[src/sv/lkt_ram.sv]
// Generic single-write, dual-read RAM with registered read data.
module lkt_ram #(
  parameter int unsigned WIDTH = 48,
  parameter int unsigned DEPTH = 64
) (
  input  logic                     clk_i,
  input  logic                     we_i,
  input  logic [$clog2(DEPTH)-1:0] waddr_i,
  input  logic [WIDTH-1:0]         wdata_i,
  input  logic [$clog2(DEPTH)-1:0] raddr_a_i,
  input  logic [$clog2(DEPTH)-1:0] raddr_b_i,
  output logic [WIDTH-1:0]         rdata_a_o,
  output logic [WIDTH-1:0]         rdata_b_o
);

  logic [WIDTH-1:0] mem_q [DEPTH];

  always_ff @(posedge clk_i) begin
    if (we_i) begin
      mem_q[waddr_i] <= wdata_i;
    end
    rdata_a_o <= mem_q[raddr_a_i];
    rdata_b_o <= mem_q[raddr_b_i];
  end

endmodule

[config.mk]
export PLATFORM = sky130hd
export DESIGN_NAME = lkt_ram
export DESIGN_NICKNAME = d
export VERILOG_FILES = /design/src/sv/lkt_ram.sv
export SDC_FILE = /design/constraint.sdc
export NUM_CORES = 2
export LEC_CHECK = 0
export BUFFER_PORTS_ARGS = -buffer_cell sky130_fd_sc_hd__buf_2
export CORE_UTILIZATION = 30
export DETAILED_ROUTE_END_ITERATION = 8
export GPL_TIMING_DRIVEN = 0
export PLACE_DENSITY = 0.49
export SLEW_MARGIN = 30
export SYNTH_ARGS = -nofsm -noshare
export SYNTH_HDL_FRONTEND = slang
export SYNTH_SLANG_ARGS = --single-unit
[constraint.sdc]
create_clock -name clk_i -period 6.35 [get_ports clk_i]
set_clock_uncertainty 0.05 [all_clocks]
set_input_delay 0.635 -clock clk_i [delete_from_list [all_inputs] [get_ports clk_i]]
set_output_delay 0.635 -clock clk_i [all_outputs]
set_load 0.02 [all_outputs]
* Word-level counts from Yosys, hierarchy flattened
Memory sizes are Yosys's and may differ from the RTL's. A register that Yosys moved wholly into a read port is not among the register bits. Index checks and enable logic that the tools add are counted. Widths: inputs -> output; s select.
Word-level totals: bits in latches 0, bits in registers 0, memories kept 1, word-level logic and storage cells 3, memory bits (read-only) 0, input bits 68, output and inout port bits 96, bits in writable memories 3072
Memory list:
- mem_q | depth 64, bits a word 48, read ports 2, clocked after memory_dff 2, write ports 1, line 16 | logic [WIDTH-1:0] mem_q [DEPTH];
Operators by class: shift-type cells 0, bitwise logic cells 0, multiply operators 0, div/mod/pow operators 0, $add $sub $neg 0, muxes and demuxes 2, equality and inequality tests 0, reductions and logical operators 0, order comparisons 0
Operators with widths (number):
- $mux 1 | 2

* Logic depth before layout (Yosys ltp)
depth in word-level cells 2, depth in mapped cells 10, depth with buffers taken out 5

* Worst setup path before layout
Ideal clock, no wire load.
kind in2reg, start point input waddr_i[3], end point memory mem_q[48][0], enable pin, stages 4, buffers on the path 1, data required time 5.787 ns, data arrival time 4.407 ns, library setup time 0.513 ns, slack 1.380 ns, cells stage by stage clkbuf_1 > nor2b_1 > nand4b_1 > nor3_1
RTL lines:
- start: declaration | line 8 | input logic [$clog2(DEPTH)-1:0] waddr_i,
- end: declaration | line 16
Straight into the memory's write port.

==> impl_metrics.py <==
metrics = {
    "detailed_routing": {
        "route.detailed.drc": 0,
        "via_count": 94900,
        "vias_per_cell": 6.62,
        "drtIter0Drc": 18800,
        "ant_nets": 0,
        "drt_pass1_iterations": 7,
        "routed_wire_length_per_instance_um": 52.5,
        "routed_wl_um": 754000,
    },
    "synthesis": {
        "synth_nets": 6806,
        "synthFlopType": "edfxtp_1",
        "synth.top_cell.area_share_pct": 65.5,
        "ys_types": 48,
        "synth-edff-count": 3072,
        "ys_ff_latch": 3168,
        "synth_warnings": 0,
        "async_reset_ff_share_pct": 0,
        "postSynthCellCount": 6738,
        "yosys-top-cells-area": "edfxtp_1 (65%), mux4_2 (25%), o22ai_1 (1.5%)",
        "ys_seq_area_share_pct": 66.8,
        "syn-cell-area_mm2": 0.141,
        "yosysTopAreaCell": "edfxtp_1",
        "synth_area_per_cell_um2": 20.9,
    },
    "power_and_ir_drop": {
        "combPwrFrac_pct": 11.6,
        "power_density_mw_per_mm2": 290,
        "p_leak_nw": 54.6,
        "ir_drop_v": 0.000221,
        "power.total_mw": 50.5,
        "intPower_mw": 36.8,
        "seqPwrFrac_pct": 46.0,
        "p_sw_share_pct": 27.1,
        "p_switching_mw": 13.7,
        "clkPwrFrac_pct": 42.4,
    },
    "die": {
        "core_mm2": 0.468,
        "die_x_um": 687,
        "num_rows": 251,
        "die_area_mm2": 0.473,
        "io_pins": 164,
        "die_h_um": 687,
        "initial_core_util_pct": 30.1,
    },
    "clock_tree": {
        "clkSinkCount": 3168,
        "post_cts_buffers": 0,
        "clk_pin_slew_ns": 0.06,
        "ctsRootBufferMaster": "clkbuf_16",
        "holdBufCountCts": 9,
        "numCtsBuffers": 368,
        "worst_skew_pair.late_latency_ns": 1.08,
        "cts_resized": 0,
        "cts_tree": "done",
        "h-tree-depth": 5,
        "cts_buffer_depth": 4,
    },
    "global_route": {
        "grt_pass1_wl_um": 950000,
        "antenna_found_initial": 134,
        "grt_max_degree": 65,
        "grt_overflow_total": 0,
        "grt_util_all_layers_pct": 31.2,
        "grt_pass1_vias": 89100,
    },
    "critical_path": {
        "crit_fanout": 10,
        "critPathArrivalTime_ns": 5.64,
        "endpoint_kind": "flop",
        "cp.required_ns": 7.10,
        "startpoint_type": "primary input",
        "critPathKind": "in2reg",
    },
    "timing": {
        "holdWs_ns": 0.0289,
        "hold_viol": 0,
        "relSlewSlack_pct": 16.3,
        "fin_tns_setup_ns": 0,
        "finalSetupViolCount": 0,
        "setup_ws_ns": 1.46,
        "slew_viol_final": 0,
        "min_period_over_period_pct": 77.0,
        "rsz0062_at_grt": "false",
        "fin_crit_ns": 4.89,
        "fmax_mhz": 205,
        "worst_pin_slew_ns": 1.25,
    },
    "place": {
        "hpwl_um": 550000,
        "placed_area_mm2": 0.162,
        "port_buffers": 153,
        "place_congestion": 0.998,
        "dp_worst_setup_slack_ns": 0.826,
    },
    "layout": {
        "fill_cells": 42200,
        "syn_to_final_growth_pct": 23.4,
        "final_cell_area_mm2": 0.174,
        "fin_nets": 7821,
        "drive_gt1_share_pct": 42.1,
    },
    "job": {
        "drv_cap": 0,
    },
    "outcome": {
        "outcome": "complete, no violations",
    },
    "min_path": {
        "hold_path_class": "in2reg",
    },
}
## per-stage QoR
step	utilization (%)	std cells
2_1_floorplan	-	6738
5_1_grt	37.2	14300
3_3_place_gp	32.0	13100
6_report	37.2	14300
4_1_cts	37.1	14300
3_5_place_dp	34.6	13600
## power by group through the flow
stage          sequential [mW]  combinational [mW]  clock (mW)
2_1_floorplan             23.8                2.07           0
3_3_place_gp              23.7                5.06           0
3_5_place_dp              23.7                5.54           0
4_1_cts                   23.2                5.56        21.4
5_1_grt                   23.3                5.69        22.1
6_report                  23.2                5.84        21.4
## Yosys cell counts (2+ instances only)
| cell | n |
|---|---|
| or3b_2 | 6 |
| nor3_1 | 58 |
| a22oi_1 | 95 |
| a311oi_1 | 17 |
| a31oi_1 | 31 |
| o21a_1 | 13 |
| o21ai_1 | 12 |
| nand3_1 | 26 |
| o22a_1 | 29 |
| o221ai_1 | 73 |
| dfxtp_1 | 96 |
| o21ai_0 | 44 |
| buf_6 | 7 |
| mux4_2 | 1535 |
| a22o_1 | 88 |
| nand2_1 | 113 |
| clkbuf_1 | 254 |
| buf_2 | 156 |
| or3_1 | 3 |
| nand2b_1 | 24 |
| o311ai_0 | 6 |
| edfxtp_1 | 3072 |
| a32oi_1 | 8 |
| nor2_1 | 140 |
| mux2i_1 | 56 |
| a21oi_1 | 71 |
| nor4_1 | 38 |
| nor2b_1 | 45 |
| a211oi_1 | 29 |
| o311ai_1 | 2 |
| nand3b_1 | 9 |
| and3_1 | 8 |
| o22ai_1 | 336 |
| nand4_1 | 2 |
| a221oi_1 | 63 |
| buf_1 | 55 |
| buf_4 | 78 |
| and2_1 | 9 |
| or2_2 | 7 |
| o31ai_1 | 3 |
| mux2_2 | 13 |
| a211o_1 | 2 |
## final cells by class
| class | instances | area, um^2 | area share (%) |
|---|---|---|---|
| antenna | 95 | 238 | 0.137 |
| buffer | 552 | 2980 | 1.71 |
| clock buffer | 460 | 9720 | 5.59 |
| clock inverter | 211 | 2060 | 1.18 |
| inverter | 1 | 3.75 | 0.00216 |
| multi-input combinational | 3017 | 45200 | 26.0 |
| sequential | 3168 | 94200 | 54.1 |
| tap | 6198 | 7750 | 4.46 |
| timing repair buffer | 645 | 11900 | 6.82 |
## flip-flops by register name, indices dropped and copies added (netlist names)
| signal | flops |
|---|---|
| mem_q | 3072 |
| rdata_a_o | 48 |
| rdata_b_o | 48 |
## kinds of logic (layout without fill, tap and decap cells)
kind of cell | Yosys count | count (layout) | synth area share (%)
simple gates | 490 | 490 | 1.67
other cells | 0 | 95 | 0
compound gates | 923 | 923 | 4.62
buf+inv | 553 | 1869 | 1.86
mux | 1604 | 1604 | 25.0
flops | 3168 | 3168 | 66.8
## cell usage in the layout, fill, tap and decap left out, types with 16 or more instances in the layout
| cell type | count |
|---|---|
| clkinv_1 | 59 |
| buf_2 | 304 |
| o221ai_1 | 73 |
| nor3_1 | 42 |
| a211oi_1 | 29 |
| o22ai_1 | 330 |
| clkbuf_1 | 131 |
| nand3_1 | 26 |
| edfxtp_1 | 3072 |
| diode_2 | 95 |
| buf_4 | 179 |
| nand2_1 | 108 |
| clkbuf_16 | 371 |
| nor2_4 | 64 |
| a22o_1 | 88 |
| nor2b_1 | 43 |
| dfxtp_1 | 96 |
| clkinv_2 | 76 |
| nand2b_1 | 24 |
| nor2_1 | 74 |
| a21oi_2 | 20 |
| mux4_2 | 1535 |
| bufinv_16 | 24 |
| clkbuf_2 | 193 |
| o21ai_0 | 36 |
| buf_8 | 25 |
| o22a_1 | 29 |
| a31oi_1 | 31 |
| nor4_2 | 24 |
| a22oi_1 | 95 |
| nor3_2 | 16 |
| buf_6 | 42 |
| buf_16 | 303 |
| mux2i_1 | 56 |
| a221oi_1 | 63 |
| clkinvlp_4 | 18 |
| a21oi_1 | 50 |
| buf_12 | 72 |
## worst max-delay path, stage by stage
cell and delay, ns:
buf_2 0.34, buf_2 0.38, buf_2 0.94, nand2_1 1.00, clkbuf_4 0.73, o22ai_1 0.24
nor2_1 0.15, a21oi_2 0.81, a221oi_1 0.32
## routing by layer
metal / vias to the layer above / part of all wire (%) / global-route usage, %
met5: - / 0.12 / 1.00
met2: 9361 / 41 / 43.3
li1: 32200 / - / -
met4: 44 / 9.7 / 24.4
met1: 51200 / 34 / 37.9
met3: 2112 / 15 / 13.5
## path summary, 6_finish.rpt
path,start,to,slack (ns),cells after the start
max,raddr_a_i[2],rdata_a_o[39],1.46,9
min,wdata_i[7],mem_q[44][7],0.03,1
max reg2reg,mem_q[63][19],rdata_a_o[19],3.00,5
min reg2reg,mem_q[20][6],rdata_a_o[6],0.99,4
(Power assumes the default switching activity.)
