<file path="src/sv/lkt_mul.sv">
// Iterative 48x48 unsigned multiplier built from four 24x24 partial products.
module lkt_mul (
  input  logic        clk_i,
  input  logic        rst_ni,
  input  logic        start_i,
  input  logic [47:0] a_i,
  input  logic [47:0] b_i,
  output logic        done_o,
  output logic [95:0] prod_o
);

  logic [47:0] a_q, b_q, pp_q;
  logic [95:0] acc_q;
  logic [1:0]  ppi_q;
  logic [2:0]  cnt_q;
  logic        pv_q, busy_q, done_q;
  logic [23:0] asel, bsel;
  logic [95:0] pp_sh;

  assign asel = cnt_q[1] ? a_q[47:24] : a_q[23:0];
  assign bsel = cnt_q[0] ? b_q[47:24] : b_q[23:0];

  always_comb begin
    case ({1'b0, ppi_q[1]} + {1'b0, ppi_q[0]})
      2'd0:    pp_sh = {48'd0, pp_q};
      2'd1:    pp_sh = {24'd0, pp_q, 24'd0};
      default: pp_sh = {pp_q, 48'd0};
    endcase
  end

  always_ff @(posedge clk_i or negedge rst_ni) begin
    if (!rst_ni) begin
      busy_q <= 1'b0;
      done_q <= 1'b0;
      pv_q   <= 1'b0;
      cnt_q  <= 3'd0;
    end else begin
      done_q <= 1'b0;
      if (start_i) begin
        busy_q <= 1'b1;
        pv_q   <= 1'b0;
        cnt_q  <= 3'd0;
      end else if (busy_q) begin
        if (cnt_q != 3'd4) begin
          pv_q  <= 1'b1;
          cnt_q <= cnt_q + 3'd1;
        end else begin
          pv_q <= 1'b0;
          if (pv_q) begin
            busy_q <= 1'b0;
            done_q <= 1'b1;
          end
        end
      end
    end
  end

  always_ff @(posedge clk_i) begin
    if (start_i) begin
      a_q   <= a_i;
      b_q   <= b_i;
      acc_q <= 96'd0;
    end else if (busy_q) begin
      pp_q  <= asel * bsel;
      ppi_q <= cnt_q[1:0];
      if (pv_q) begin
        acc_q <= acc_q + pp_sh;
      end
    end
  end

  assign done_o = done_q;
  assign prod_o = acc_q;

endmodule

</file>
<file path="config.mk">
export PLATFORM = sky130hd
export DESIGN_NAME = lkt_mul
export DESIGN_NICKNAME = d
export VERILOG_FILES = /design/src/sv/lkt_mul.sv
export SDC_FILE = /design/constraint.sdc
export NUM_CORES = 2
export LEC_CHECK = 0
export BUFFER_PORTS_ARGS = -buffer_cell sky130_fd_sc_hd__buf_4
export CORE_ASPECT_RATIO = 2
export CORE_MARGIN = 2
export CORE_UTILIZATION = 35
export DETAILED_ROUTE_END_ITERATION = 12
export PLACE_DENSITY = 0.6
export REMOVE_ABC_BUFFERS = 1
export SLEW_MARGIN = 5
export SYNTH_ARGS = -nofsm -noshare
export SYNTH_HDL_FRONTEND = slang
export SYNTH_SLANG_ARGS = --single-unit
</file>
<file path="constraint.sdc">
create_clock -name clk_i -period 7.7 [get_ports clk_i]
set_clock_uncertainty 0.2 [all_clocks]
set_input_delay 1.54 -clock clk_i [delete_from_list [all_inputs] [get_ports clk_i]]
set_output_delay 1.54 -clock clk_i [all_outputs]
set_load 0.05 [all_outputs]
</file>
======== Yosys cells after proc, flatten, opt, wreduce, memory -nomap -nowiden ========
Cells that the tools add are included.
word-level totals
  bits in registers ....................... 248
  output and inout port bits .............. 97
  logic and storage cells ................. 39
cells by class
  add/sub/neg operators ................... 3
  multipliers ............................. 1
  equal/unequal tests ..................... 2
  multiplexer cells ....................... 17
  bitwise logic cells ..................... 1
  reductions and logical operators ........ 6
operators by type and width
  kind                                                                    count
  96-bit case mux with 2 select lines                                     1
  96-bit adder                                                            1
  24-bit by 24-bit multiplier with 48-bit output                          1
  24-bit two-way mux                                                      2
  1-bit two-way mux                                                       11
  3-bit two-way mux                                                       3
  2-bit AND reduction                                                     3
  2-bit nonzero test                                                      2
  3-bit by 1-bit adder with 3-bit output (second input constant)          1
  3-bit inequality test (second input constant)                           1
  1-bit by 1-bit adder with 2-bit output                                  1
  2-bit by 1-bit equality test with 1-bit output (second input constant)  1
  2-bit zero test                                                         1
  1-bit NOT                                                               1

======== Longest topological paths before layout ========
  word-level depth ........................ 4
  depth in mapped cells ................... 31

======== Worst setup path before layout ========
Ideal clock, no wire load.
  path kind ............................... register to register
  start ................................... register cnt_q[1]
  end ..................................... register pp_q[42], data pin
  setup time .............................. 0.258 ns
  arrival ................................. 7.721 ns
  path slack .............................. -0.480 ns
  cell stages (with the launch flop) ...... 31
  path buffers ............................ 3
  clock period less this slack ............ 8.180 ns
  cells stage by stage .................... dfrtp_1 -> clkbuf_1 -> clkbuf_1 -> clkbuf_1 -> mux2i_1 -> nor2_1 -> fa_1 -> fa_1 -> inv_1 -> fa_1 -> inv_1 -> fa_1 -> inv_1 -> fa_1 -> inv_1 -> fa_1 -> inv_1 -> fa_1 -> inv_1 -> ha_1 -> a21o_1 -> a21o_1 -> a211oi_1 -> o31ai_1 -> a21oi_1 -> o211ai_1 -> o211a_1 -> a221o_1 -> a21o_1 -> a21oi_1 -> xnor2_1
on the way
  word-level cells in the longest chain between the ends .. 2
RTL lines
  item                                            RTL line  text
  start: declaration                              15        logic [2:0] cnt_q;
  start signal: assignment                        46        cnt_q <= cnt_q + 3'd1;
  24-bit two-way mux                              20        assign asel = cnt_q[1] ? a_q[47:24] : a_q[23:0];
  24-bit by 24-bit multiplier with 48-bit output  64        pp_q <= asel * bsel;
  end signal: assignment                          64
  end: declaration                                12        logic [47:0] a_q, b_q, pp_q;
No other way between the ends.
A chain may end at the register's enable or synchronous reset.

======== Worst setup path after layout ========
  start ................................... register cnt_q[0]
  end ..................................... register pp_q[41], data pin
on the way
  word-level cells in the longest chain between the ends .. 2
RTL lines
  item                                            RTL line  text
  24-bit two-way mux                              21        assign bsel = cnt_q[0] ? b_q[47:24] : b_q[23:0];
  24-bit by 24-bit multiplier with 48-bit output  64
No other way between the ends.

==> impl_metrics.tcl <==
set metrics [dict create \
    dp_slack_ns -0.259 \
    setup_slack_ns -0.0658 \
    die_h_um 442 \
    slew-limit-headroom 0.297 \
    finalHoldViolations 0 \
    synth_flop_cell "edfxtp_1" \
    finalCriticalPeriod_ns 7.77 \
    synth.area.top_cells "fa_1 29%, edfxtp_1 13%, ha_1 10%" \
    clock-sinks 248 \
    final_util 0.428 \
    synth_area_mm2 0.0336 \
    htreeDepth 1 \
    timing.final.crit_share 1.01 \
    grt_setup_unrepaired "yes" \
    post_drt_wl_per_cell_um 24.0 \
    cp.required_ns 7.85 \
    crit_type "register to register" \
    drt-pass1-iter-count 7 \
    ys_warn_count 0 \
    async_reset_ff_frac 0.0242 \
    viasPerCell 5.34 \
    place_hpwl_um 109000 \
    area_delta_synth_final_pct 21.0 \
    grt_usage 0.262 \
    die_w_um 223 \
    synth_top_area_share 0.287 \
    r2r_start "cnt_q[0]" \
    multi_input_area_mm2 0.0249 \
    synth-seq-cells 248 \
    slowest_delay_ns 0.62 \
    cts-buffers-inserted 27 \
    seqCellArea_mm2 0.00646 \
    drv_cap 0 \
    place_congestion 1.00 \
    vias 28930 \
    clk_latency_ns 0.63 \
    grt-ovfl-total 0 \
    hold_depth 2 \
    ys_types 93 \
    cts.clk_slew.worst_paths_ns 0.07 \
    cts_tree "done" \
    critPathBufInv 9 \
    reg2reg_to "pp_q[41]" \
    crit_path_max_fanout 9 \
    core-area_mm2 0.0951 \
    antenna_left 0 \
    regToRegSetupSlack_ns -0.07 \
    ios 196 \
    synth_edf_count 146 \
    nFillCells 9322 \
    root_buffer "clkbuf_16" \
    violations "negative setup slack" \
    drive_gt1_frac 0.191 \
    grt_pass1_vias 31012 \
    portBuffers 195 \
    arrival_ns 7.92 \
    synth.avg_cell_area_um2 8.94 \
    crit_path_end_kind "register" \
    die_area_mm2 0.0987 \
    clockBufferDepth 3 \
    tightestPinTransition_ns 1.04 \
    holdCritPathClass "register to register" \
    drc_errors 0 \
    setup_viol 7 \
    grt_max_degree 62 \
    dp_cells 5317 \
    synth_top_cell_by_area "fa_1" \
    slew_violations 0 \
    drtIter0Drc 1869 \
    cpMostUsedCell "fa_1" \
    min-delay-start "prod_o[38]" \
    yosysSeqAreaShare 0.192 \
    initial_utilization 0.354 \
    cpLargestDelayFamily "adder cells" \
    slowest_stage "fa_2" \
    status "finished with violations" \
    fin_cells 5417 \
    fp-row-count 160 \
    synthCells 3764 \
    grt_pass1_wl_um 190000 \
    start_kind "register" \
    wirelength_um 130000 \
    holdPathEnd "prod_o[38]" \
    antenna_found_initial 1 \
    ff2ff_path_depth 29 \
    final_nets 5034 \
    max_freq_mhz 129 \
]
-- repair_timing --
item,4_1_cts,5_1_grt
setup buffers,24,23
setup endpoints to repair,15,19
gates resized for setup,75,116
gates cloned,1,1
hold buffers,0,0
pin swaps,11,61
-- cell type report --
| cell class | count | share of cell area |
|---|---|---|
| Antenna cell | 2 | 0.000123 |
| Clock buffer | 30 | 0.0169 |
| Clock inverter | 20 | 0.00803 |
| Inverter | 579 | 0.0534 |
| Multi-Input combinational cell | 2768 | 0.611 |
| Sequential cell | 248 | 0.159 |
| Tap cell | 1215 | 0.0374 |
| Timing Repair Buffer | 555 | 0.114 |
-- cell usage in the layout (no fill, tap or decap), types with 8 or more instances in the layout --
cell,instances
xnor2_1,81
a21o_1,67
mux2_4,21
fa_2,19
nand2b_1,18
inv_2,12
buf_4,495
inv_1,567
nor2_2,17
edfxtp_1,146
nand4_1,48
a21oi_1,221
ha_1,257
nor2b_1,16
a21boi_0,9
a211oi_1,13
or3_1,10
a22o_1,51
a31oi_1,16
fa_1,464
mux2_2,25
mux2i_2,9
or2_2,8
dfxtp_1,96
o211ai_1,12
clkbuf_16,28
and2_1,63
nand2_1,514
buf_6,30
o21bai_1,24
buf_12,22
a21oi_2,9
mux2i_1,32
xor2_1,49
ha_4,16
o21ai_0,116
nor2_1,367
nand3_1,27
nor3_1,15
o21a_1,21
-- stage by stage --
step	setup TNS [ns]	area, µm²	hold slack, ns
final	-0.213	40700	0.278
after CTS	-0.747	40000	0.282
after floorplan	-22.77	32900	0.350
after global placement	-1.82	38500	0.262
after detailed placement	-2.72	38500	0.270
after global routing	-2.39	40700	0.299
-- tightest hold or removal path: stages (launching register included) --
cell	delay (ns)
dfxtp_1	0.33
nand2_1	0.06
a21oi_1	0.05
-- cell usage after synthesis, types with 7 or more instances --
cell	n
clkbuf_1	140
clkbuf_8	8
nor2_1	388
nand4_1	48
fa_1	483
xnor2_1	82
a21oi_1	230
or2_2	8
nor2b_1	20
xor2_1	49
a21o_1	67
nand2_1	516
dfxtp_1	96
mux2i_1	43
nor3_1	15
inv_1	579
and2_1	64
edfxtp_1	146
nand2b_1	19
a21boi_0	11
or3_1	10
ha_1	273
o211ai_1	12
and3_1	7
o21ai_0	123
o21a_1	21
nand3_1	29
a211oi_1	16
o21bai_1	24
mux2_2	45
a31oi_1	17
a22o_1	51
-- how the worst max path moves through the flow --
stage | start | endpoint | depth (start not counted)
CTS | cnt_q[1] | pp_q[44] | 29
finish | cnt_q[0] | pp_q[41] | 29
global route | cnt_q[0] | pp_q[39] | 35
floorplan | cnt_q[0] | pp_q[42] | 25
global placement | cnt_q[1] | pp_q[42] | 25
detailed placement | cnt_q[1] | pp_q[42] | 25
-- state kept, by name (all words and copies together), names as in the netlist --
register  flops
prod_o       96
a_q          48
b_q          48
pp_q         48
cnt_q         3
ppi_q         2
busy_q        1
done_o        1
pv_q          1
-- metal layers --
layer,share of wire,global-route usage,routed length [µm],vias to the layer above
li1,-,-,-,13008
met1,0.30,0.232,39400,14179
met2,0.53,0.499,68600,1180
met3,0.049,0.0355,6360,563
met4,0.12,0.251,15500,0
met5,0,0,0,-
-- logic make-up (layout without fill, tap and decap cells) --
kind of cell / Yosys count / after routing / share of synthesized area
and+or+nand+nor: 1160 / 1160 / 0.149
adders and majority gates: 756 / 756 / 0.389
buffers and inverters: 748 / 1184 / 0.0876
AOI/OAI and AO/OA: 632 / 632 / 0.120
DFF: 248 / 248 / 0.192
xor gates and xnor gates: 131 / 131 / 0.0341
muxes: 89 / 89 / 0.0283
other: 0 / 2 / 0
Power is left out: the tool's default activity adds up to more than one toggle a clock period on the data nets, which glitch-free logic cannot reach.
