[src/sv/lkt_div.sv]
// Bit-serial restoring divider with round-half-up of the quotient.
module lkt_div #(
  parameter int unsigned NW = 80
) (
  input  logic          clk_i,
  input  logic          rst_ni,
  input  logic          start_i,
  input  logic [NW-1:0] num_i,
  input  logic [63:0]   den_i,
  output logic          done_o,
  output logic [NW-1:0] quot_o
);

  localparam int unsigned CW = $clog2(NW + 1);

  logic [NW-1:0] num_q, q_q;
  logic [63:0]   rem_q, den_q;
  logic [CW-1:0] cnt_q;
  logic          busy_q, done_q;
  logic [64:0]   rem_sh;
  logic          ge;

  assign rem_sh = {rem_q, num_q[NW-1]};
  assign ge     = (rem_sh >= {1'b0, den_q});

  always_ff @(posedge clk_i or negedge rst_ni) begin
    if (!rst_ni) begin
      busy_q <= 1'b0;
      done_q <= 1'b0;
      cnt_q  <= '0;
    end else begin
      done_q <= 1'b0;
      if (start_i) begin
        busy_q <= 1'b1;
        cnt_q  <= CW'(NW);
      end else if (busy_q) begin
        cnt_q <= cnt_q - CW'(1);
        if (cnt_q == CW'(1)) begin
          busy_q <= 1'b0;
          done_q <= 1'b1;
        end
      end
    end
  end

  always_ff @(posedge clk_i) begin
    if (start_i) begin
      num_q <= num_i;
      den_q <= den_i;
      rem_q <= 64'd0;
      q_q   <= '0;
    end else if (busy_q) begin
      rem_q <= ge ? 64'(rem_sh - {1'b0, den_q}) : rem_sh[63:0];
      q_q   <= {q_q[NW-2:0], ge};
      num_q <= {num_q[NW-2:0], 1'b0};
    end
  end

  // The rounding bit is set when twice the remainder reaches the divisor.
  assign quot_o = q_q + NW'({rem_q, 1'b0} >= {1'b0, den_q});
  assign done_o = done_q;

endmodule

[config.mk]
export PLATFORM = sky130hd
export DESIGN_NAME = lkt_div
export DESIGN_NICKNAME = d
export VERILOG_FILES = /design/src/sv/lkt_div.sv
export SDC_FILE = /design/constraint.sdc
export NUM_CORES = 1
export LEC_CHECK = 0
export ABC_AREA = 1
export BUFFER_PORTS_ARGS = -buffer_cell sky130_fd_sc_hd__buf_2
export CAP_MARGIN = 20
export CORE_ASPECT_RATIO = 1.25
export CORE_MARGIN = 5
export CORE_UTILIZATION = 49
export DETAILED_ROUTE_END_ITERATION = 10
export PLACE_DENSITY_LB_ADDON = 0.15
export SLEW_MARGIN = 20
export SYNTH_ARGS = -nofsm -noshare
export SYNTH_HDL_FRONTEND = slang
export SYNTH_SLANG_ARGS = --single-unit
[constraint.sdc]
create_clock -name clk_i -period 4.67 [get_ports clk_i]
set_input_delay 0.934 -clock clk_i [delete_from_list [all_inputs] [get_ports clk_i]]
set_output_delay 0.934 -clock clk_i [all_outputs]
set_load 0.02 [all_outputs]
### After elaboration in Yosys (flattened, before gate mapping)

Cells that the tools add are included.

* order comparisons: 2
* eq/ne operators: 1
* shifts and indexed selects: 0
* divide/modulo/power cells: 0
* multiply operators: 0
* reduce and logical (&&, ||, !) cells: 1
* bitwise logic cells: 0
* $add $sub $neg: 3
* muxes and demuxes: 11

Operators by type and width (number)
* two-way mux 80 bit: 2
* >= comparator 65 x 64 -> 1 bit: 2
* adder 80 x 1 -> 80 bit: 1
* two-way mux 64 bit: 1
* subtractor 64 bit: 1
* two-way mux 7 bit: 2
* == test 7 x 1 -> 1 bit, second input constant: 1
* subtractor 7 x 1 -> 7 bit, second input constant: 1
* two-way mux 1 bit: 6
* nonzero test 2 bit: 1

* latch bits: 0
* memories kept: 0
* register bits after elaboration: 297
* output and inout bits: 81
* bits of input ports: 147
* ROM bits: 0
* RAM bits: 0

### Depth between registers and ports, before layout

Gate-level depths: netlist of run 1.

* word-level depth: 4
* depth in mapped cells: 27
* mapped depth without buffers: 25

### Least setup slack after synthesis of run 1

No wires, ideal clock.

* path type: register -> output
* start: reg den_q[42]
* end: out quot_o[78]
* buffers on the path: 2
* cell stages (with the launch flop): 25
* required time: 3.736 ns
* data arrival time: 3.568 ns
* slack: 0.168 ns
* path through: edfxtp_1 inv_1 ha_1 nand2_1 nor2_1 nand2_2 nor2_4 nand2_1 nor2_1 nand2_1 nand2_1 nor2_2 buf_4 buf_6 o21ai_0 ha_1 ha_1 nand2_2 nor2_2 nand4_1 nor2_1 nand3_1 nor2_1 nand3_1 xor2_1

* cells in the longest elaborated chain, start to end: 2

Ends and longest elaborated chain
* start: declaration: RTL line 17 `logic [63:0] rem_q, den_q;`
* start signal: assignment: RTL line 49 `den_q <= den_i;`
* >= comparator 65 x 64 -> 1 bit: RTL line 60 `assign quot_o = q_q + NW'({rem_q, 1'b0} >= {1'b0, den_q});`
* adder 80 x 1 -> 80 bit: RTL line 60
* end: declaration: RTL line 11 `output logic [NW-1:0] quot_o`

No other way between the ends.

### Worst setup path in the final report of run 1

* start: reg den_q[59]
* end: out quot_o[78]

The elaborated chain is that of the path after synthesis.

==> results.yml, run 1 <==
outcome:
  outcome: "complete, but fails checks"
  violations: "setup timing"
timing:
  final.period_utilization_pct: 106
  hold_ws_ps: 222
  period_needed_ps: 4930
  maxSlewViolCount: 0
  fin_ws_ps: -257
  clock_skew_ps: 14.9
  hold_violations: 0
  setup_viol: 39
  maxSlewHeadroom_pct: 35.1
  setup_tns_ps: -4990
  rsz0062_at_grt: "yes"
  tightest_slew_ps: 973
  fmax_ghz: 0.203
finish:
  design_area_um2: 25700
  syn2layout_area_growth_pct: 32.0
  mostFrequentLayoutCells: "nand2_1 (1,047), inv_1 (482), buf_4 (237)"
  instances_no_fill: 3825
  nFillCells: 3556
  mostFrequentLayoutCell: "nand2_1"
  drive_gt1_share_pct: 24.3
  nets: 3514
clock_network:
  cts_buffers: 34
  cts-root-buf: "clkbuf_16"
  clk_pin_slew_ps: 60
  hold_buffers: 0
  h-tree-depth: 2
  clock_path_buffers: 3
  cts_sinks: 297
  cts_tree: "done"
  clk_latency_ps: 560
grt:
  grt_pass1_wl_um: 101000
  overflow: 0
  grt_start_max_net_pins: 98
  grt_pass1_vias: 19456
  gr-usage-all-layers_pct: 28.7
  antenna_found_initial: 10
yosys:
  synthAdderAreaFrac_pct: 4.48
  synth_seq_cells: 297
  avgSynthCellArea_um2: 6.76
  synth_xor_area_share_pct: 4.91
  syn_nets: 3094
  yosysUniqueCellTypes: 41
  synth.area.mux_share_pct: 0
  ys.warnings.count: 0
  synth_compound_area_share_pct: 5.15
  synth_area_um2: 19400
  synthCells: 2878
  seq_area_frac_synth_pct: 38.2
  yosys.area_share.simple_pct: 35.2
  synth_top_family_by_area: "simple AND/OR/NAND/NOR gates"
pwr:
  powerDensity_nw_per_um2: 249
  total_power_mw: 6.40
  power.leakage_nw: 12.9
  ir_drop_mv: 0.316
detailed_routing:
  wl_per_cell_um: 17.0
  drt_iter0_drc: 1166
  dr.pass1.iters: 7
  drc_errors: 0
  vias_per_cell: 5.13
  ant_nets: 0
  vias: 19605
  totalWireLength_um: 65100
place:
  gp_routability_congestion: 1.00
  dp_hpwl_um: 48800
  placedCellCount: 3692
  dpl_cell_area_um2: 22100
  io_buffers: 227
floorplan:
  dieArea_um2: 43800
  ios: 228
  die_y_um: 233
  core_region_area_um2: 39200
  initial_core_util_pct: 49.6
  rows: 81
  die_x_um: 188
setup_path:
  r2r_cells: 20
  path_buf_inv: 3
  path_cells: "inv_2 > ha_4 > nand2_2 > nor2_4 > nand2_4 > nor2_4 > nand2_4 > nor2_2 > nand2_1 > nand2_2 > nor2_4 > o21ai_2 > ha_2 > buf_4 > ha_4 > nand2_4 > nor2_4 > nand4_1 > nor2_4 > nand3_4 > nor2_4 > nand3_2 > xor2_2 > buf_6"
  worstSetupStartpointType: "register"
  cp.depth: 24
  crit_fanout: 4
  cp_slowest_cell: "edfxtp_1"
  cpMostUsedCell: "nor2_4"
  cp_data_arrival_time_ps: 3990
  crit_family: "simple AND/OR/NAND/NOR gates"
  endpoint_kind: "output pin"
  required_ps: 3740
  critPathMaxStageDelay_ps: 340
  criticalPathCategory: "register to output pin"
run:
  drv_cap: 0
min_path:
  min_path_type: "primary input to asynchronous set/reset pin"
## through the flow
step / utilization [%] / worst slack, ps
2_1_floorplan: - / 168
3_3_place_gp: 56.2 / -194
3_5_place_dp: 56.2 / -201
4_1_cts: 62.7 / -277
5_1_grt: 65.4 / -412
6_report: 65.4 / -257
## registers in the layout, summed over array words and instances, names as in the netlist
signal,count
busy_q,1
cnt_q,7
den_q,64
done_o,1
num_q,80
q_q,80
rem_q,64
## synthesized netlist by cell type
| cell | number | area (µm²) |
|---|---|---|
| buf_2 | 10 | 50.1 |
| o21bai_1 | 8 | 60.1 |
| clkbuf_1 | 41 | 154 |
| xnor2_1 | 24 | 210 |
| xor2_1 | 85 | 744 |
| dfrtp_1 | 9 | 225 |
| nand3_2 | 3 | 30.0 |
| o22ai_1 | 79 | 494 |
| dfxtp_1 | 144 | 2880 |
| nand2_1 | 1127 | 4230 |
| nor3b_2 | 1 | 12.5 |
| ha_1 | 68 | 851 |
| nor2_2 | 22 | 138 |
| and2_1 | 4 | 25.0 |
| buf_6 | 11 | 124 |
| o21a_1 | 1 | 7.51 |
| nand4_1 | 33 | 206 |
| nand3b_1 | 27 | 203 |
| o21ai_0 | 21 | 105 |
| nor4_2 | 1 | 12.5 |
| buf_8 | 1 | 15.0 |
| buf_4 | 1 | 7.51 |
| nor2_1 | 154 | 578 |
| nor2_4 | 3 | 33.8 |
| nor4_4 | 1 | 21.3 |
| fa_1 | 1 | 20.0 |
| nor3_1 | 55 | 275 |
| nand4_4 | 1 | 21.3 |
| inv_2 | 12 | 45.0 |
| nand3_1 | 174 | 871 |
| buf_1 | 2 | 7.51 |
| or2_2 | 4 | 25.0 |
| and3_1 | 4 | 25.0 |
| o21ai_1 | 16 | 80.1 |
| inv_1 | 514 | 1930 |
| nand2_4 | 1 | 11.3 |
| edfxtp_1 | 144 | 4320 |
| nand2_2 | 10 | 62.6 |
| nor4_1 | 8 | 50.1 |
| nor3_2 | 2 | 20.0 |
| a21oi_1 | 51 | 255 |
## repair_timing
item,4_1_cts,5_1_grt
buffers inserted,32,37
gates cloned,0,0
resized for setup,224,171
pin swaps,50,85
endpoints found under the hold margin,0,0
endpoints found under the setup margin,73,57
## cell type report
| type | count | area (µm²) | share of cell area, % |
|---|---|---|---|
| Sequential cell | 297 | 7430 | 29.0 |
| Multi-Input combinational cell | 1989 | 11300 | 44.1 |
| Clock buffer | 50 | 1050 | 4.11 |
| Tap cell | 498 | 623 | 2.43 |
| Inverter | 526 | 1990 | 7.74 |
| Clock inverter | 11 | 150 | 0.585 |
| Antenna cell | 4 | 10.0 | 0.0390 |
| Timing Repair Buffer | 450 | 3100 | 12.1 |
## worst paths after layout
path / start / endpoint / slack [ps]
max in group asynchronous: rst_ni / cnt_q[2] / 4270
min in group clk_i: rem_q[42] / rem_q[42] / 470
hold / removal: rst_ni / done_o / 220
hold reg to reg: rem_q[42] / rem_q[42] / 470
setup reg to reg: den_q[50] / rem_q[58] / 1340
setup / recovery: den_q[59] / quot_o[78] / -260
## cells by family after synthesis
family          Yosys count
flops                   297
buf+inv                 592
fa+ha+maj                69
simple gates           1635
xor+xnor                109
compound gates          176
## power breakdown
part	switching (mW)	internal [mW]	total (mW)
Combinational	0.373	0.285	0.658
Clock	1.14	1.70	2.84
Sequential	0.0422	2.86	2.91
Total	1.55	4.85	6.40
## layer usage
layer	wire, µm	track usage (%)
met3	3720	5.45
met5	88	0
met1	25300	32.9
met4	3400	12.9
met2	32600	51.6
(Power assumes the default switching activity.)
==> run 2: changes to the inputs <==
--- a/config.mk
+++ b/config.mk
@@ -5,7 +5,6 @@
 export SDC_FILE = /design/constraint.sdc
 export NUM_CORES = 1
 export LEC_CHECK = 0
-export ABC_AREA = 1
 export BUFFER_PORTS_ARGS = -buffer_cell sky130_fd_sc_hd__buf_2
 export CAP_MARGIN = 20
 export CORE_ASPECT_RATIO = 1.25
==> results.yml, run 2 <==
outcome:
  outcome: "complete, but fails checks"
  violations: "setup timing"
setup_path:
  cp_data_arrival_time_ps: 4770
  path_cells: "inv_1 > ha_1 > buf_4 > nand3_1 > nor4_4 > nand3_2 > nor4_2 > inv_1 > o21ai_2 > ha_2 > ha_4 > and3_4 > and2_4 > nor4b_4 > nor4b_4 > nand2_2 > nor3_4 > nand3_4 > nor2_4 > xor2_4 > buf_6"
  crit_family: "simple AND/OR/NAND/NOR gates"
  required_ps: 3740
  crit_fanout: 7
  critPathMaxStageDelay_ps: 330
  endpoint_kind: "output pin"
  worstSetupStartpointType: "register"
  cp_slowest_cell: "nor4_4"
  criticalPathCategory: "register to output pin"
  path_buf_inv: 4
floorplan:
  rows: 76
  die_x_um: 177
  initial_core_util_pct: 49.6
  dieArea_um2: 38700
  ios: 228
  die_y_um: 219
  core_region_area_um2: 34400
timing:
  maxSlewHeadroom_pct: 35.7
  rsz0062_at_grt: "yes"
  tightest_slew_ps: 965
  setup_viol: 72
  hold_violations: 0
  period_needed_ps: 5710
  fin_ws_ps: -1040
  final.period_utilization_pct: 122
  fmax_ghz: 0.175
  setup_tns_ps: -37510
  maxSlewViolCount: 0
  hold_ws_ps: 259
  clock_skew_ps: 19.9
grt:
  grt_start_max_net_pins: 110
  grt_use_met3_pct: 4.13
  met1_usage_pct: 26.2
  overflow: 0
  grt_util_met2_pct: 39.6
  grt.busiest_layer: "met2"
  gr-usage-all-layers_pct: 22.2
  grt_pass1_wl_um: 71300
  antenna_found_initial: 2
  grt_pass1_vias: 14712
clock_network:
  cts-root-buf: "clkbuf_16"
  clk_pin_slew_ps: 60
  cts_tree: "done"
  h-tree-depth: 2
  hold_buffers: 0
  clock_path_buffers: 3
  cts_buffers: 34
  cts_sinks: 297
  clk_latency_ps: 530
place:
  io_buffers: 227
  gp_routability_congestion: 0.921
  dp_hpwl_um: 31700
yosys:
  synth_top_cell_area_share_pct: 25.3
  yosysTopAreaCell: "edfxtp_1"
  syn_nets: 1991
  synth_seq_cells: 297
  ys_async_sr_fraction_pct: 3.03
  synth_area_um2: 17100
  ys.warnings.count: 0
  synthCells: 1775
  avgSynthCellArea_um2: 9.61
  yosysUniqueCellTypes: 75
  seq_area_frac_synth_pct: 43.6
  yosys.cell_count.top_type: "nor2_1"
  synth_edf_count: 144
  synth_flop_cell: "edfxtp_1"
  yosys-top-cells-count: "nor2_1 (222), dfxtp_1 (144), edfxtp_1 (144)"
  synth_area_leaders: "edfxtp_1 (25%), dfxtp_1 (17%), mux2i_1 (6.0%)"
detailed_routing:
  vias_per_cell: 5.36
  drt_iter0_drc: 697
  dr.pass1.iters: 6
  vias: 14620
  drc_errors: 0
  wl_per_cell_um: 16.1
  ant_nets: 0
  totalWireLength_um: 44000
pwr:
  ir_drop_mv: 0.344
  netSwitchingPower_mw: 3.42
  power_frac_seq_pct: 32.1
  p_int_mw: 6.82
  clockPowerShare_pct: 26.6
  switching_share_pct: 33.4
  power.leakage_nw: 10.8
  powerDensity_nw_per_um2: 444
  comb_power_share_pct: 41.2
  total_power_mw: 10.2
finish:
  mostFrequentLayoutCells: "buf_4 (341), nor2_1 (210), buf_2 (152)"
  num_antenna_cells: 0
  drive_gt1_share_pct: 35.4
  nets: 2449
  mostFrequentLayoutCell: "buf_4"
  utilization_pct: 67.0
  syn2layout_area_growth_pct: 35.2
  reg_top3: "num_q x80, q_q x80"
min_path:
  min_path_type: "primary input to asynchronous set/reset pin"
run:
  drv_cap: 0
==> run 2: timing repair <==
item,4_1_cts,5_1_grt
resized for setup,130,88
setup buffers,20,15
endpoints found under the setup margin,76,76
pin swaps,32,18
==> run 2: path summary, 6_finish.rpt <==
| path | startpoint | to | slack [ps] | cells past startpoint |
|---|---|---|---|---|
| worst max-delay path | den_q[60] | quot_o[78] | -1040 | 21 |
| worst min-delay path | rst_ni | cnt_q[3] | 260 | 1 |
| worst max register to register | den_q[0] | rem_q[50] | 840 | 12 |
| worst min register to register | rem_q[42] | rem_q[42] | 500 | 2 |
| max in group asynchronous | rst_ni | busy_q | 4210 | 1 |
| min in group clk_i | rem_q[42] | rem_q[42] | 500 | 2 |
==> run 2: power groups by stage <==
stage | combinational (mW) | clock [mW] | sequential (mW)
after floorplan | 2.46 | 0 | 3.29
after global placement | 4.00 | 0 | 3.30
after detailed placement | 4.04 | 0 | 3.32
after CTS | 4.18 | 2.81 | 3.29
after global routing | 4.66 | 2.91 | 3.33
final | 4.22 | 2.73 | 3.29
==> run 2: routing by layer <==
| metal | vias up | wire length, µm |
|---|---|---|
| met5 | - | 23 |
| met4 | 4 | 1760 |
| met3 | 120 | 2270 |
| met2 | 376 | 21900 |
| met1 | 6837 | 18000 |
| li1 | 7283 | - |
==> run 2: layout make-up <==
type / count / area [µm²]
flip-flops and latches: 297 / 7440
inverters: 97 / 368
well taps: 468 / 586
clock inverters: 16 / 158
clock buffers: 46 / 991
repair buffers: 515 / 3610
fillers: 2795 / 11400
multi-input cells: 1288 / 9910
==> run 2: through the flow <==
step / setup slack, ps / area (µm²) / cells
floorplan: -458 / 17400 / 1775
global placement: -808 / 20700 / 2634
detailed placement: -895 / 20700 / 2634
CTS: -1000 / 22600 / 2715
global route: -1280 / 23100 / 2727
finish: -1040 / 23100 / 2727
==> run 2: logic make-up after synthesis <==
family	synth area share [%]
adders and majority gates	5.10
AOI/OAI and AO/OA	13.0
muxes	11.3
DFF	43.6
xor gates and xnor gates	7.03
and+or+nand+nor	15.7
buffers and inverters	4.31
